[config.mk]
export PLATFORM = sky130hd
export DESIGN_NAME = utf8_stream_decoder_flat
export DESIGN_NICKNAME = d
export VERILOG_FILES = /design/src/hdl/u8dec_pkg.sv /design/src/hdl/u8dec_byte_if.sv /design/src/hdl/u8dec_res_if.sv /design/src/hdl/u8dec_step.sv /design/src/hdl/u8dec_out_buf.sv /design/src/hdl/utf8_stream_decoder.sv /design/src/flat_wrapper.sv
export SDC_FILE = /design/constraint.sdc
export NUM_CORES = 1
export LEC_CHECK = 0
export ABC_AREA = 0
export ABC_CLOCK_PERIOD_IN_PS = 4700
export BUFFER_PORTS_ARGS = -buffer_cell sky130_fd_sc_hd__buf_4
export CAP_MARGIN = 20
export CORE_MARGIN = 3
export CORE_UTILIZATION = 30
export CTS_BUF_LIST = sky130_fd_sc_hd__clkbuf_8
export CTS_CLUSTER_SIZE = 16
export DETAILED_ROUTE_END_ITERATION = 10
export GPL_TIMING_DRIVEN = 1
export SKIP_CTS_REPAIR_TIMING = 1
export SLEW_MARGIN = 25
export SYNTH_ARGS = -nofsm -noshare
export SYNTH_HDL_FRONTEND = slang
export SYNTH_SLANG_ARGS = --single-unit
[constraint.sdc]
create_clock -name clk_i -period 4.7 [get_ports clk_i]
set_clock_uncertainty 0.2 [all_clocks]
set_input_delay 0 -clock clk_i [delete_from_list [all_inputs] [get_ports clk_i]]
set_output_delay 0 -clock clk_i [all_outputs]
set_load 0.03 [all_outputs]
[src/hdl/u8dec_pkg.sv]
// Package for the streaming UTF-8 decoder: result status codes, the decoder
// state, the result record and the per-byte step record.
// No dependencies; u8dec_step, u8dec_out_buf and the top level import it.
package u8dec_pkg;

  // Code point given on every error
  localparam logic [20:0] ReplacementCp = 21'h00FFFD;

  // Result status codes
  typedef enum logic [1:0] {
    ST_OK         = 2'd0,
    ST_INVALID    = 2'd1,
    ST_EXPECTED   = 2'd2,
    ST_UNEXPECTED = 2'd3
  } status_e;

  // Open-sequence state, all zero when no sequence is open
  typedef struct packed {
    logic [1:0]  bytes_owed;
    logic [20:0] partial_value;
    logic [2:0]  bytes_taken;
  } dec_state_t;

  // One decoded result
  typedef struct packed {
    logic [20:0] code_point;
    status_e     status;
    logic [2:0]  byte_count;
    logic        last_of_run;
  } result_t;

  // Everything one byte produces: up to two results and the next state
  typedef struct packed {
    logic       res0_valid;
    logic       res1_valid;
    result_t    res0;
    result_t    res1;
    dec_state_t nxt;
  } step_t;

endpackage

[src/hdl/u8dec_byte_if.sv]
// Byte channel of the UTF-8 decoder: valid/ready plus one raw stream byte.
// Stand-alone; no package needed.
interface u8dec_byte_if;
  logic       valid;
  logic       ready;
  logic [7:0] data_byte;

  modport source (output valid, output data_byte, input ready);
  modport sink   (input valid, input data_byte, output ready);
endinterface

[src/hdl/u8dec_res_if.sv]
// Result channel of the UTF-8 decoder: valid/ready plus one decoded result.
// Stand-alone; status codes are those of u8dec_pkg.
interface u8dec_res_if;
  logic        valid;
  logic        ready;
  logic [20:0] code_point;
  logic [1:0]  status;
  logic [2:0]  byte_count;
  logic        last_of_run;

  modport source (output valid, output code_point, output status, output byte_count,
                  output last_of_run, input ready);
  modport sink   (input valid, input code_point, input status, input byte_count,
                  input last_of_run, output ready);
endinterface

[src/hdl/u8dec_step.sv]
// Combinational decode of one byte against the open-sequence state.
// Depends on u8dec_pkg.
module u8dec_step (
  input  u8dec_pkg::dec_state_t state_i,
  input  logic [7:0]            data_byte_i,
  output u8dec_pkg::step_t      step_o
);
  import u8dec_pkg::*;

  typedef struct packed {
    logic       emit;
    result_t    res;
    dec_state_t nxt;
  } fresh_t;

  // Decode a byte with no sequence open
  function automatic fresh_t decode_fresh(input logic [7:0] b);
    fresh_t f;
    f.emit             = 1'b1;
    f.res.code_point   = ReplacementCp;
    f.res.status       = ST_INVALID;
    f.res.byte_count   = 3'd1;
    f.res.last_of_run  = 1'b1;
    f.nxt              = '0;
    if (!b[7]) begin
      f.res.code_point = {13'd0, b};
      f.res.status     = ST_OK;
    end else if (!b[6]) begin
      f.res.status     = ST_UNEXPECTED;
    end else if (!b[5]) begin
      f.emit                = 1'b0;
      f.nxt.bytes_owed      = 2'd1;
      f.nxt.partial_value   = {16'd0, b[4:0]};
      f.nxt.bytes_taken     = 3'd1;
    end else if (!b[4]) begin
      f.emit                = 1'b0;
      f.nxt.bytes_owed      = 2'd2;
      f.nxt.partial_value   = {17'd0, b[3:0]};
      f.nxt.bytes_taken     = 3'd1;
    end else if (!b[3]) begin
      f.emit                = 1'b0;
      f.nxt.bytes_owed      = 2'd3;
      f.nxt.partial_value   = {18'd0, b[2:0]};
      f.nxt.bytes_taken     = 3'd1;
    end
    return f;
  endfunction

  fresh_t      fresh;
  logic        is_cont;
  logic [1:0]  owed_dec;
  logic [20:0] value_ext;
  logic [2:0]  taken_inc;

  // Step: fresh decode, continuation, or broken sequence then fresh decode
  always_comb begin
    fresh     = decode_fresh(data_byte_i);
    is_cont   = (data_byte_i[7:6] == 2'b10);
    owed_dec  = state_i.bytes_owed - 2'd1;
    value_ext = {state_i.partial_value[14:0], data_byte_i[5:0]};
    taken_inc = state_i.bytes_taken + 3'd1;

    step_o            = '0;
    step_o.res0       = fresh.res;
    step_o.res1       = fresh.res;
    step_o.nxt        = state_i;

    if (state_i.bytes_owed == 2'd0) begin
      step_o.res0_valid = fresh.emit;
      step_o.nxt        = fresh.nxt;
    end else if (is_cont) begin
      if (owed_dec == 2'd0) begin
        step_o.res0_valid       = 1'b1;
        step_o.res0.code_point  = value_ext;
        step_o.res0.status      = ST_OK;
        step_o.res0.byte_count  = taken_inc;
        step_o.res0.last_of_run = 1'b1;
        step_o.nxt              = '0;
      end else begin
        step_o.nxt.bytes_owed    = owed_dec;
        step_o.nxt.partial_value = value_ext;
        step_o.nxt.bytes_taken   = taken_inc;
      end
    end else begin
      // close the open sequence, then decode the byte afresh
      step_o.res0_valid       = 1'b1;
      step_o.res0.code_point  = ReplacementCp;
      step_o.res0.status      = (data_byte_i[7:3] == 5'b11111) ? ST_INVALID : ST_EXPECTED;
      step_o.res0.byte_count  = state_i.bytes_taken;
      step_o.res0.last_of_run = !fresh.emit;
      step_o.res1_valid       = fresh.emit;
      step_o.nxt              = fresh.nxt;
    end
  end

endmodule

[src/hdl/u8dec_out_buf.sv]
// Two-entry result buffer of the UTF-8 decoder; takes zero, one or two
// results per cycle and presents one per transfer. Depends on u8dec_pkg.
module u8dec_out_buf (
  input  logic                 clk_i,
  input  logic                 rst_ni,
  input  logic                 push_i,
  input  u8dec_pkg::step_t     step_i,
  output logic                 fits_o,
  u8dec_res_if.source          res_o
);
  import u8dec_pkg::*;

  result_t    res_q [2];
  result_t    res_d [2];
  logic [1:0] count_q, count_d;
  logic [1:0] count_pop;
  logic [1:0] n_new;
  logic       pop;

  // Output side
  assign pop               = res_o.valid && res_o.ready;
  assign res_o.valid       = (count_q != 2'd0);
  assign res_o.code_point  = res_q[0].code_point;
  assign res_o.status      = res_q[0].status;
  assign res_o.byte_count  = res_q[0].byte_count;
  assign res_o.last_of_run = res_q[0].last_of_run;

  // Room check, counting the entry leaving this cycle
  assign count_pop = count_q - {1'b0, pop};
  assign n_new     = {1'b0, step_i.res0_valid} + {1'b0, step_i.res1_valid};
  assign fits_o    = (2'd2 - count_pop) >= n_new;

  // Shift out on pop, then append new results
  always_comb begin
    res_d[0] = pop ? res_q[1] : res_q[0];
    res_d[1] = res_q[1];
    count_d  = count_pop;
    if (push_i && step_i.res0_valid) begin
      if (count_pop == 2'd0) begin
        res_d[0] = step_i.res0;
        if (step_i.res1_valid) begin
          res_d[1] = step_i.res1;
        end
      end else begin
        res_d[1] = step_i.res0;
      end
      count_d = count_pop + n_new;
    end
  end

  always_ff @(posedge clk_i or negedge rst_ni) begin
    if (!rst_ni) begin
      count_q <= 2'd0;
    end else begin
      count_q <= count_d;
    end
  end

  always_ff @(posedge clk_i) begin
    res_q[0] <= res_d[0];
    res_q[1] <= res_d[1];
  end

endmodule

[src/hdl/utf8_stream_decoder.sv]
// Streaming UTF-8 decoder, top level: input register, decode step, result buffer.
// Depends on u8dec_pkg, u8dec_byte_if, u8dec_res_if, u8dec_step, u8dec_out_buf.
//
// Takes one byte per transfer on byte_i and gives decoded code points on res_o,
// U+FFFD with an error status on malformed input. Throughput is one byte per
// cycle while res_o is ready. A byte that breaks an open sequence and also
// yields a result of its own gives two results. The two-entry result buffer
// drains one per cycle, so the surplus result stays buffered, and the next
// byte that gives two results waits for room, unless a byte that gives no
// result has let the buffer drain first. A result passes the input register
// and then the result buffer before it can be transferred. Bytes that only
// open or extend a sequence give no result. A sequence left open at the end
// of the stream is held, not flushed.
module utf8_stream_decoder (
  input  logic        clk_i,
  input  logic        rst_ni,
  u8dec_byte_if.sink  byte_i,
  u8dec_res_if.source res_o
);
  import u8dec_pkg::*;

  logic       in_valid_q;
  logic [7:0] in_byte_q;
  dec_state_t state_q;
  step_t      step;
  logic       fits;
  logic       process;

  assign process      = in_valid_q && fits;
  assign byte_i.ready = !in_valid_q || process;

  // Input register
  always_ff @(posedge clk_i or negedge rst_ni) begin
    if (!rst_ni) begin
      in_valid_q <= 1'b0;
    end else if (byte_i.valid && byte_i.ready) begin
      in_valid_q <= 1'b1;
    end else if (process) begin
      in_valid_q <= 1'b0;
    end
  end

  always_ff @(posedge clk_i) begin
    if (byte_i.valid && byte_i.ready) begin
      in_byte_q <= byte_i.data_byte;
    end
  end

  // Decode one byte against the open sequence
  u8dec_step u_step (
    .state_i     (state_q),
    .data_byte_i (in_byte_q),
    .step_o      (step)
  );

  // Open-sequence state
  always_ff @(posedge clk_i or negedge rst_ni) begin
    if (!rst_ni) begin
      state_q <= '0;
    end else if (process) begin
      state_q <= step.nxt;
    end
  end

  // Result buffer
  u8dec_out_buf u_out_buf (
    .clk_i  (clk_i),
    .rst_ni (rst_ni),
    .push_i (process),
    .step_i (step),
    .fits_o (fits),
    .res_o  (res_o)
  );

endmodule
[src/flat_wrapper.sv]
// flat-port wrapper written by rule: the top's interface ports become plain ports
module utf8_stream_decoder_flat import u8dec_pkg::*;
  (clk_i, rst_ni, byte_i_valid, byte_i_data_byte, byte_i_ready, res_o_valid, res_o_code_point, res_o_status, res_o_byte_count, res_o_last_of_run, res_o_ready);
  u8dec_byte_if byte_i_i ();
  u8dec_res_if res_o_i ();
  input  logic clk_i;
  input  logic rst_ni;
  input wire logic [$bits(byte_i_i.valid)-1:0] byte_i_valid;
  input wire logic [$bits(byte_i_i.data_byte)-1:0] byte_i_data_byte;
  output wire logic [$bits(byte_i_i.ready)-1:0] byte_i_ready;
  output wire logic [$bits(res_o_i.valid)-1:0] res_o_valid;
  output wire logic [$bits(res_o_i.code_point)-1:0] res_o_code_point;
  output wire logic [$bits(res_o_i.status)-1:0] res_o_status;
  output wire logic [$bits(res_o_i.byte_count)-1:0] res_o_byte_count;
  output wire logic [$bits(res_o_i.last_of_run)-1:0] res_o_last_of_run;
  input wire logic [$bits(res_o_i.ready)-1:0] res_o_ready;
  assign byte_i_i.valid = byte_i_valid;
  assign byte_i_i.data_byte = byte_i_data_byte;
  assign byte_i_ready = byte_i_i.ready;
  assign res_o_valid = res_o_i.valid;
  assign res_o_code_point = res_o_i.code_point;
  assign res_o_status = res_o_i.status;
  assign res_o_byte_count = res_o_i.byte_count;
  assign res_o_last_of_run = res_o_i.last_of_run;
  assign res_o_i.ready = res_o_ready;
  utf8_stream_decoder u_core (.clk_i(clk_i), .rst_ni(rst_ni), .byte_i(byte_i_i), .res_o(res_o_i));
endmodule
## After elaboration in Yosys (flattened, before gate mapping)

Memories as Yosys holds them, arrays and structs flattened.
Index checks and enable logic that the tools add are counted.

- Register bits: 31
- RAM bits: 54
- Bits of input ports: 12
- Word-level logic and storage cells: 60
- Memories: 1

- $add $sub $neg: 6
- $lt $le $gt $ge: 1
- Eq/ne operators: 2
- Mux-type cells: 32
- Reduce and logical (&&, ||, !) cells: 12

Memories:

| memory | depth | width | read ports | clocked after memory_dff | wr ports | RTL line | text |
|---|---|---|---|---|---|---|---|
| u_core.u_out_buf.res_q | 2 | 27 | 2 | 0 | 2 | u8dec_out_buf.sv:13 | `result_t res_q [2];` |

Operator list:

| kind | number |
|---|---|
| $mux W26 | 8 |
| $mux W27 | 6 |
| $mux W54 | 1 |
| $mux W28 | 1 |
| $mux W16 | 1 |
| $mux W1 | 11 |
| $mux W2 | 4 |
| $logic_not A2 Y1 | 3 |
| $eq A5 B5 Y1 const B | 1 |
| $logic_and A1 B1 Y1 | 4 |
| $reduce_bool A2 Y1 | 2 |
| $add A3 B1 Y3 const B | 1 |
| $add A1 B1 Y2 | 1 |
| $add A2 B2 Y2 | 1 |
| $eq A2 B2 Y1 const B | 1 |
| $ge A2 B2 Y1 | 1 |
| $logic_not A1 Y1 | 2 |
| $sub A2 B1 Y2 | 1 |
| $sub A2 B1 Y2 const B | 1 |
| $sub A2 B2 Y2 const A | 1 |
| $logic_or A1 B1 Y1 | 1 |

## Logic depth before layout (Yosys ltp)

Gate-level depths: netlist of run 1.

- Depth in word-level cells: 14
- Mapped depth: 16

## By module

Synthesis of run 1 repeated with hierarchy kept, for this count alone.

- Cells, all modules: 457
- Area, all modules: 4822.1 um^2

By module, submodules not included:

| module | times used | cells each | area each (um^2) | seq. area each (um^2) |
|---|---|---|---|---|
| u8dec_out_buf | 1 | 253 | 2646.3 | 1401.3 |
| utf8_stream_decoder | 1 | 68 | 1337.5 | 915.9 |
| u8dec_step | 1 | 136 | 838.3 | 0.0 |

## Worst setup path after synthesis of run 1

OpenSTA, ideal clock, no wires.

- Path type: register to register
- Start point: reg, netlist name u_core.u_out_buf.count_q[0]
- End point: mem u_core.u_out_buf.res_q[0][27] (netlist name), enable pin
- Data arrival time: 4.291 ns
- Required time: 4.080 ns
- Path slack: -0.211 ns
- Cell stages (with the launch flop): 16
- Period minus slack after synthesis: 4.911 ns
- Path through: dfrtp_1 or2_2 clkbuf_1 nand2_4 buf_2 inv_1 ha_1 xnor2_1 ha_1 inv_1 ha_1 o21ai_0 nor2_1 clkbuf_1 nand2_1 a21oi_1

RTL lines:

| what | RTL line |
|---|---|
| end, declared | u8dec_out_buf.sv:13 |

==> results of run 1 <==
## flip-flops by register name, summed over array words and instances, names as in the netlist
register and flops:
u_core.in_valid_q 1, u_core.u_out_buf.res_q 54, u_core.u_out_buf.count_q 2, u_core.in_byte_q 8, u_core.state_q 20
## worst register-to-register path, cell delays in order (launching register included)
cell	delay, ns
sky130_fd_sc_hd__dfrtp_1	0.40
sky130_fd_sc_hd__or2_2	0.32
sky130_fd_sc_hd__nand2_4	0.41
sky130_fd_sc_hd__inv_1	0.11
sky130_fd_sc_hd__ha_1	0.23
sky130_fd_sc_hd__xnor2_1	0.16
sky130_fd_sc_hd__ha_1	0.30
sky130_fd_sc_hd__inv_1	0.04
sky130_fd_sc_hd__ha_1	0.29
sky130_fd_sc_hd__o21ai_0	0.10
sky130_fd_sc_hd__nor2_1	0.17
sky130_fd_sc_hd__buf_4	0.25
sky130_fd_sc_hd__and3_1	0.20
sky130_fd_sc_hd__buf_4	0.32
sky130_fd_sc_hd__mux2i_1	0.26
## area by class of cell
| class | instances | share of cell area, % |
|---|---|---|
| Inverter | 8 | 0.643 |
| Clock buffer | 10 | 2.95 |
| Clock inverter | 6 | 0.992 |
| Sequential cell | 85 | 46.4 |
| Timing Repair Buffer | 58 | 10.2 |
| Multi-Input combinational cell | 232 | 34.1 |
| Tap cell | 176 | 4.72 |
## stage by stage
stage                     cells  worst slack (ns)  hold slack [ns]
after global placement      547              1.04           -0.279
after floorplan             373             0.383           -0.496
after CTS                   563             0.841           -0.680
final                       575             0.866            0.153
after global routing        575             0.535            0.130
after detailed placement    547             0.858           -0.281
## cell usage in the layout, fill, tap and decap left out, drive strengths merged, types with 2 or more instances in the layout
master / count
mux2i: 57
buf: 47
nand2: 45
edfxtp: 35
o21ai: 29
dfxtp: 27
dfrtp: 23
nand3: 15
nor2: 15
nand2b: 12
dlygate4sd3: 11
clkbuf: 10
inv: 10
and2: 9
ha: 9
a21oi: 7
nor2b: 4
a21o: 3
or2: 2
and3: 2
o21a: 2
xor2: 2
nor3: 2
a32o: 2
clkinvlp: 2
clkinv: 2
## logic make-up (layout without fill, tap and decap cells)
logic type | Yosys count | in the layout | synth area share [%]
buffers and inverters | 56 | 82 | 8.20
DFF | 85 | 85 | 53.0
adders and majority gates | 9 | 9 | 2.75
AOI/OAI and AO/OA | 50 | 50 | 7.37
muxes | 58 | 58 | 14.2
and+or+nand+nor | 112 | 112 | 13.8
xor gates and xnor gates | 3 | 3 | 0.643
## worst paths after layout
kind / from / to / slack, ns / cells past startpoint
max in group asynchronous: rst_ni / u_core.state_q[9] / 3.71 / 4
max: u_core.u_out_buf.count_q[1] / u_core.u_out_buf.res_q[0][16] / 0.87 / 14
max reg2reg: u_core.u_out_buf.count_q[1] / u_core.u_out_buf.res_q[0][16] / 0.87 / 14
min reg2reg: u_core.state_q[12] / u_core.state_q[12] / 0.27 / 2
min: byte_i_data_byte[6] / u_core.in_byte_q[6] / 0.15 / 2
min in group asynchronous: rst_ni / u_core.in_valid_q / 0.43 / 4
## layer usage
layer / routed length (um) / share of wire [%] / vias to the layer above
met3: 323 / 3.9 / 6
met4: 99 / 1.2 / 0
met1: 3750 / 45 / 1289
met5: 0 / 0 / -
met2: 4130 / 50 / 45
li1: - / - / 1318
==> key figures, run 1 <==
Status
  • Outcome: finished clean

GRT
  • Met3 Track Usage GR: 3.96%
  • Number of antenna violations at the first check in global routing: 0
  • Met2 track utilization from global routing: 18.9%
  • Pin count of the biggest net entering global routing: 29
  • Global-route usage over all layers: 11.6%
  • Gr ovfl total: 0
  • Number of global-route vias before repair: 2645
  • Layer carrying the most global-route usage: met2
  • GR met1 Demand/Resource: 14.3%
  • First-pass GRT wire length: 13.4 mm

Logic synthesis
  • Mean Syn Cell Area: 11.0 um2
  • Number of distinct standard cells referenced by the synthesized netlist: 42
  • Area of the mapped netlist: 4090 um2
  • Synth cell count leaders: sky130_fd_sc_hd__mux2i_1, sky130_fd_sc_hd__nand2_1, sky130_fd_sc_hd__edfxtp_1
  • Async S/R FF share, synth: 27.1%
  • Cell type with the highest aggregate area in the netlist: sky130_fd_sc_hd__edfxtp_1
  • Register bit count reported by yosys: 85
  • Primary flip-flop cell chosen by synthesis mapping: sky130_fd_sc_hd__edfxtp_1
  • Top cell type's share of synthesized area: 25.7%
  • Yosys warning count: 0
  • Sequential element share of the synthesized area: 53.0%
  • Nets in the synthesized netlist: 394
  • Cell types with the largest area share after synthesis: sky130_fd_sc_hd__edfxtp_1, sky130_fd_sc_hd__dfrtp_1, sky130_fd_sc_hd__mux2i_1
  • Number of cells produced by synthesis: 373
  • Count of flip-flops with a built-in enable after synthesis: 35
  • Most numerous cell in the Yosys netlist: sky130_fd_sc_hd__mux2i_1

Floorplanning
  • Die width: 123 um
  • Die area: 15100 um2
  • Height of the die: 123 um
  • I/O pin total: 41
  • Core Area: 13300 um2
  • FP Rows: 42
  • Starting density of the core: 30.8%

STA
  • Actual slew at the worst max-slew pin: 0.824 ns
  • Relative slew slack: 45.1%
  • Number of hold violations in the final report: 0
  • Fin. max-slew vios: 0
  • Final period demand of the worst path: 3.83 ns
  • Setup repair after global routing missed its margin: false
  • Total negative slack: 0 ns
  • Share of the clock period used by the worst path: 81.6%
  • Final setup vio count: 0
  • Timing-limited maximum frequency: 261 MHz

Clock network
  • CTS H-tree lvls: 3
  • Clock tree buffer depth: 2
  • Clock transition at the register clock pins on the worst setup and hold paths after CTS: 0.09 ns
  • CTS tree: done
  • Clock buffer count from CTS: 9
  • Root Driver: sky130_fd_sc_hd__clkbuf_8
  • Clk_lat worst skew: 0.36 ns
  • TritonCTS Sinks: 85

Worst setup path
  • Crit-path max FO: 28
  • CP top delay family: simple AND/OR/NAND/NOR gates
  • Critical path data arrival time: 3.92 ns
  • Maximum cell stage delay along the critical path: 0.41 ns
  • Element type at the critical path end: flop
  • Series of cell instances along the critical path: or2_2 -> nand2_4 -> inv_1 -> ha_1 -> xnor2_1 -> ha_1 -> inv_1 -> ha_1 -> o21ai_0 -> nor2_1 -> buf_4 -> and3_1 -> buf_4 -> mux2i_1
  • Startpoint kind of the worst setup timing path: flop
  • Req. time, crit path: 4.79 ns
  • Worst Path Buf+Inv: 4
  • Cell occurring most often along the worst timing path: sky130_fd_sc_hd__ha_1
  • Critical-path top delay cell: sky130_fd_sc_hd__nand2_4
  • Kind of critical path: reg2reg

Placement
  • Final GP Congestion: 0.784
  • Post-place instance area: 4350 um2
  • Input/output buffers: 40
  • Detailed placement HPWL: 5.69 mm

Finish
  • Fraction of layout cells with a size suffix above 1: 17.8%
  • Footprint of the multi-input gates: 1590 um2
  • Area used by sequential logic in the layout: 2170 um2
  • Post-layout util: 35.1%
  • Area growth from synthesis to layout: 14.1%
  • Number of filler instances in the final layout: 1308
  • Count of inserted antenna diode cells: 0
  • Net count, final: 415
  • Post-route cell area: 4670 um2

Min path
  • Hold Crit Class: in2reg

Route
  • Wirelength per Cell: 14.4 um
  • Violation count after the first detailed-routing iteration: 164
  • Wire length after detailed routing: 8.30 mm
  • Detailed-router iteration count before antenna repair: 5
  • Detailed-route via count: 2658
  • Vias per inst: 4.62
  • Drc violations: 0
  • Remaining antenna violation count after routing: 0

Flow run
  • Max-cap violations: 0
Power of run 1 is left out: the tool's default activity adds up to more than one toggle a clock period on the data nets, which glitch-free logic cannot reach.
==> inputs of run 2 (changes only) <==
Settings changed: ABC_AREA 0 to 1, ABC_CLOCK_PERIOD_IN_PS 4700 to 3600.
Clock period 4.7 ns to 3.6 ns, I/O delays scaled along.
==> key figures, run 2 <==
Finish
  • Area used by sequential logic in the layout: 2170 um2
  • Area growth from synthesis to layout: 13.8%
  • Footprint of the multi-input gates: 1820 um2
  • Net count, final: 597
  • Largest regs: u_core.u_out_buf.res_q (54), u_core.state_q (20), u_core.in_byte_q (8)
  • Post-layout util: 35.6%
  • Number of filler instances in the final layout: 1487
  • Most frequent cells in the layout: sky130_fd_sc_hd__nand2_1, sky130_fd_sc_hd__buf_4, sky130_fd_sc_hd__nand3_1
  • Non-filler cells in the finished layout: 761
  • Most common cell after layout, fill and taps aside: sky130_fd_sc_hd__nand2_1
  • Most flops, register: u_core.u_out_buf.res_q
  • Fraction of layout cells with a size suffix above 1: 16.4%
  • Count of inserted antenna diode cells: 0
  • Max FFs per register: 54

Logic synthesis
  • Cell type with the highest aggregate area in the netlist: sky130_fd_sc_hd__edfxtp_1
  • Yosys warning count: 0
  • Count of flip-flops with a built-in enable after synthesis: 35
  • Primary flip-flop cell chosen by synthesis mapping: sky130_fd_sc_hd__edfxtp_1
  • Top cell type's share of synthesized area: 23.7%
  • Most numerous cell in the Yosys netlist: sky130_fd_sc_hd__nand2_1
  • Number of distinct standard cells referenced by the synthesized netlist: 29
  • Register bit count reported by yosys: 85
  • Async S/R FF share, synth: 27.1%
  • Number of cells produced by synthesis: 551
  • Cell types with the largest area share after synthesis: sky130_fd_sc_hd__edfxtp_1, sky130_fd_sc_hd__nand2_1, sky130_fd_sc_hd__dfrtp_1
  • Nets in the synthesized netlist: 572
  • Sequential element share of the synthesized area: 48.9%
  • Mean Syn Cell Area: 8.04 um2
  • Area of the mapped netlist: 4430 um2
  • Synth cell count leaders: sky130_fd_sc_hd__nand2_1, sky130_fd_sc_hd__nand3_1, sky130_fd_sc_hd__edfxtp_1, sky130_fd_sc_hd__inv_1, sky130_fd_sc_hd__buf_4

Placement
  • Detailed placement HPWL: 7.14 mm
  • Final GP Congestion: 0.867
  • Input/output buffers: 40
  • Post-Place Setup Slack: 0.271 ns
  • Placed cells: 732

STA
  • Total negative slack: 0 ns
  • Actual slew at the worst max-slew pin: 0.625 ns
  • Share of the clock period used by the worst path: 91.6%
  • Fin. max-slew vios: 0
  • Setup WS post-layout: 0.303 ns
  • Final setup vio count: 0
  • Final period demand of the worst path: 3.30 ns
  • Relative slew slack: 58.3%
  • Setup repair after global routing missed its margin: false
  • Number of hold violations in the final report: 0
  • Timing-limited maximum frequency: 303 MHz

Clock network
  • Clock buffer count from CTS: 9
  • TritonCTS Sinks: 85
  • Clock transition at the register clock pins on the worst setup and hold paths after CTS: 0.09 ns
  • Clk_lat worst skew: 0.36 ns
  • Clock tree buffer depth: 2
  • CTS H-tree lvls: 3
  • CTS tree: done
  • Root Driver: sky130_fd_sc_hd__clkbuf_8

Min path
  • Hold Path Depth: 2
  • Hold Crit Class: in2reg

Floorplanning
  • Height of the die: 128 um
  • FP Rows: 43
  • Core Area: 14100 um2
  • Die width: 128 um
  • I/O pin total: 41
  • Starting density of the core: 31.3%
  • Die area: 16300 um2

GRT
  • GR met1 Demand/Resource: 16.4%
  • Pin count of the biggest net entering global routing: 28
  • First-pass GRT wire length: 16.6 mm
  • Number of antenna violations at the first check in global routing: 0
  • Met3 Track Usage GR: 3.60%
  • Global-route usage over all layers: 12.7%
  • Gr ovfl total: 0
  • Met2 track utilization from global routing: 20.9%
  • Layer carrying the most global-route usage: met2
  • Number of global-route vias before repair: 3383

Worst setup path
  • Startpoint kind of the worst setup timing path: flop
  • Req. time, crit path: 3.45 ns
  • Kind of critical path: reg2reg
  • Critical path data arrival time: 3.15 ns
  • Worst reg-to-reg path cell count: 14
  • Element type at the critical path end: flop
  • Crit-path max FO: 16

Route
  • Wire length after detailed routing: 9.81 mm
  • Drc violations: 0
  • Detailed-router iteration count before antenna repair: 4
  • Wirelength per Cell: 12.9 um
  • Remaining antenna violation count after routing: 0
  • Violation count after the first detailed-routing iteration: 246
  • Vias per inst: 4.58
  • Detailed-route via count: 3489

Flow run
  • Max-cap violations: 0

Status
  • Outcome: finished clean
## run 2: critical path: stages (launching register included)
cell	delay, ns
sky130_fd_sc_hd__dfrtp_1	0.41
sky130_fd_sc_hd__ha_1	0.24
sky130_fd_sc_hd__inv_1	0.24
sky130_fd_sc_hd__nand3_4	0.21
sky130_fd_sc_hd__nand2_2	0.13
sky130_fd_sc_hd__inv_1	0.07
sky130_fd_sc_hd__ha_1	0.33
sky130_fd_sc_hd__ha_1	0.30
sky130_fd_sc_hd__nand2_1	0.07
sky130_fd_sc_hd__nand3_1	0.10
sky130_fd_sc_hd__nand2_2	0.07
sky130_fd_sc_hd__clkinv_1	0.07
sky130_fd_sc_hd__nand2_2	0.13
sky130_fd_sc_hd__a21oi_4	0.15
sky130_fd_sc_hd__buf_4	0.26
## run 2: cells by family after synthesis
| group | synth area share [%] |
|---|---|
| DFF | 48.9 |
| and+or+nand+nor | 33.1 |
| buffers and inverters | 10.6 |
| adders and majority gates | 2.54 |
| AOI/OAI and AO/OA | 4.58 |
| xor gates and xnor gates | 0.198 |
## run 2: layout make-up
class / count / share of cell area [%]
Clock buffer: 9 / 2.46
Clock inverter: 7 / 0.744
Inverter: 40 / 2.98
Multi-Input combinational cell: 376 / 36.0
Sequential cell: 85 / 43.0
Tap cell: 180 / 4.47
Timing Repair Buffer: 64 / 10.4
## run 2: worst paths after layout
path	slack [ns]	endpoint	from
max reg2reg	0.30	u_core.u_out_buf.res_q[0][45]	u_core.state_q[24]
min in group asynchronous	0.42	u_core.state_q[4]	rst_ni
min	0.15	u_core.in_byte_q[1]	byte_i_data_byte[1]
min reg2reg	0.29	u_core.state_q[15]	u_core.state_q[15]
max	0.30	u_core.u_out_buf.res_q[0][45]	u_core.state_q[24]
max in group asynchronous	2.62	u_core.state_q[2]	rst_ni
## run 2: per-stage QoR
stage	hold WS [ns]	cell area, um2
4_1_cts	-0.679	4900
3_3_place_gp	-0.279	4740
5_1_grt	0.134	5040
3_5_place_dp	-0.280	4740
2_1_floorplan	-0.496	4450
6_report	0.149	5040
## run 2: metal layers
layer / wire (um) / share of wire (%)
met3: 483 / 4.9
met1: 4410 / 45
met5: 0 / 0
met2: 4810 / 49
met4: 106 / 1.1
Power of run 2 is left out for the same reason.
==> inputs of run 3 (changes only) <==
Settings changed: BUFFER_PORTS_ARGS -buffer_cell sky130_fd_sc_hd__buf_4 to -buffer_cell sky130_fd_sc_hd__buf_2.
==> key figures, run 3 (synthesis gave the netlist of run 2 again) <==
Finish
  • Largest regs: u_core.u_out_buf.res_q (54), u_core.state_q (20), u_core.in_byte_q (8)
  • Most frequent cells in the layout: sky130_fd_sc_hd__nand2_1, sky130_fd_sc_hd__nand3_1, sky130_fd_sc_hd__buf_2
  • Non-filler cells in the finished layout: 761
  • Fraction of layout cells with a size suffix above 1: 16.7%
  • Area growth from synthesis to layout: 12.8%
  • Most flops, register: u_core.u_out_buf.res_q
  • Net count, final: 597
  • Number of filler instances in the final layout: 1474
  • Count of inserted antenna diode cells: 0
  • Max FFs per register: 54
  • Most common cell after layout, fill and taps aside: sky130_fd_sc_hd__nand2_1

Worst setup path
  • Capture point of the worst reg-to-reg path: u_core.u_out_buf.res_q[0][44]
  • Element type at the critical path end: flop
  • Critical path data arrival time: 3.13 ns
  • Startpoint kind of the worst setup timing path: flop
  • R2r startpoint: u_core.state_q[24]
  • Req. time, crit path: 3.46 ns
  • Beginning of the critical path: u_core.state_q[24]
  • Register-to-Register Setup Slack: 0.33 ns
  • Worst setup path endpoint: u_core.u_out_buf.res_q[0][44]
  • Crit-path max FO: 16
  • Kind of critical path: reg2reg
  • Worst reg-to-reg path cell count: 14

STA
  • Total negative slack: 0 ns
  • Timing-limited maximum frequency: 306 MHz
  • Relative slew slack: 57.5%
  • Fin. max-slew vios: 0
  • Number of hold violations in the final report: 0
  • Worst hold slack: 0.138 ns
  • Actual slew at the worst max-slew pin: 0.637 ns
  • Share of the clock period used by the worst path: 90.8%
  • Final setup vio count: 0
  • Setup repair after global routing missed its margin: false
  • Final period demand of the worst path: 3.27 ns

Floorplanning
  • Core Area: 14100 um2
  • I/O pin total: 41
  • FP Rows: 43
  • Height of the die: 128 um
  • Starting density of the core: 31.3%
  • Die width: 128 um
  • Die area: 16300 um2

GRT
  • Gr ovfl total: 0
  • Pin count of the biggest net entering global routing: 39
  • Global-route usage over all layers: 12.7%
  • Number of antenna violations at the first check in global routing: 0
  • Number of global-route vias before repair: 3353
  • First-pass GRT wire length: 16.6 mm

Placement
  • Final GP Congestion: 0.888
  • Placed cells: 732
  • Input/output buffers: 40
  • Detailed placement HPWL: 6.94 mm

Route
  • Violation count after the first detailed-routing iteration: 228
  • Vias per inst: 4.50
  • Detailed-router iteration count before antenna repair: 4
  • Detailed-route via count: 3427
  • Remaining antenna violation count after routing: 0
  • Wirelength per Cell: 12.6 um
  • Drc violations: 0
  • Wire length after detailed routing: 9.62 mm

Status
  • Outcome: finished clean

Clock network
  • Root Driver: sky130_fd_sc_hd__clkbuf_8
  • TritonCTS Sinks: 85
  • Clk_lat worst skew: 0.37 ns
  • CTS H-tree lvls: 3
  • Clock tree buffer depth: 2
  • Clock buffer count from CTS: 9
  • Clock transition at the register clock pins on the worst setup and hold paths after CTS: 0.09 ns
  • CTS tree: done

Flow run
  • Max-cap violations: 0

Min path
  • Hold Crit Class: in2reg
==> run 3: cell types whose count changed in the layout (fill, tap and decap cells not counted), sizes merged <==
cell / change
inv: -2
bufinv: +2
clkinvlp: -1
clkbuf: +1
==> run 3: layer usage <==
layer	up-vias	GRT usage [%]	wire, um
met5	-	0	0
met4	0	4.16	124
met3	13	3.76	442
met2	62	20.0	4500
met1	1556	16.7	4550
li1	1796	-	-
==> run 3: critical path, cell delays in order, from the launching register on <==
cell,delay [ns]
sky130_fd_sc_hd__dfrtp_1,0.41
sky130_fd_sc_hd__ha_1,0.24
sky130_fd_sc_hd__inv_1,0.23
sky130_fd_sc_hd__nand3_4,0.20
sky130_fd_sc_hd__nand2_2,0.13
sky130_fd_sc_hd__inv_1,0.07
sky130_fd_sc_hd__ha_1,0.32
sky130_fd_sc_hd__ha_1,0.30
sky130_fd_sc_hd__nand2_1,0.07
sky130_fd_sc_hd__nand3_1,0.09
sky130_fd_sc_hd__nand2_2,0.08
sky130_fd_sc_hd__clkinv_1,0.07
sky130_fd_sc_hd__nand2_2,0.13
sky130_fd_sc_hd__a21oi_4,0.15
sky130_fd_sc_hd__buf_4,0.26
==> run 3: final cells by class <==
cell class              count  area, um2  share of cell area (%)
clock buffers              10        138                    2.75
flip-flops and latches     85       2170                    43.4
repair buffers             64        423                    8.46
well taps                 180        225                    4.51
multi-input cells         376       1820                    36.3
inverters                  40        150                    3.00
clock inverters             6       78.8                    1.58
==> run 3: how the worst min path moves through the flow <==
stage	from	end	slack, ns	cells past startpoint
after floorplan	rst_ni	u_core.in_valid_q	-0.50	0
after global placement	rst_ni	u_core.state_q[4]	-0.18	1
after detailed placement	rst_ni	u_core.state_q[5]	-0.19	1
after CTS	rst_ni	u_core.state_q[1]	-0.60	1
after global routing	byte_i_data_byte[4]	u_core.in_byte_q[4]	0.13	2
final	byte_i_data_byte[3]	u_core.in_byte_q[3]	0.14	2
==> run 3: metrics by stage <==
step                instance area (um2)  worst slack (ns)  utilization (%)
floorplan                          4450            0.0551                -
global placement                   4640             0.434             32.8
detailed placement                 4640             0.306             32.8
CTS                                4850             0.275             34.3
global route                       5000            0.0633             35.3
finish                             5000             0.330             35.3
Power of run 3 is left out for the same reason.
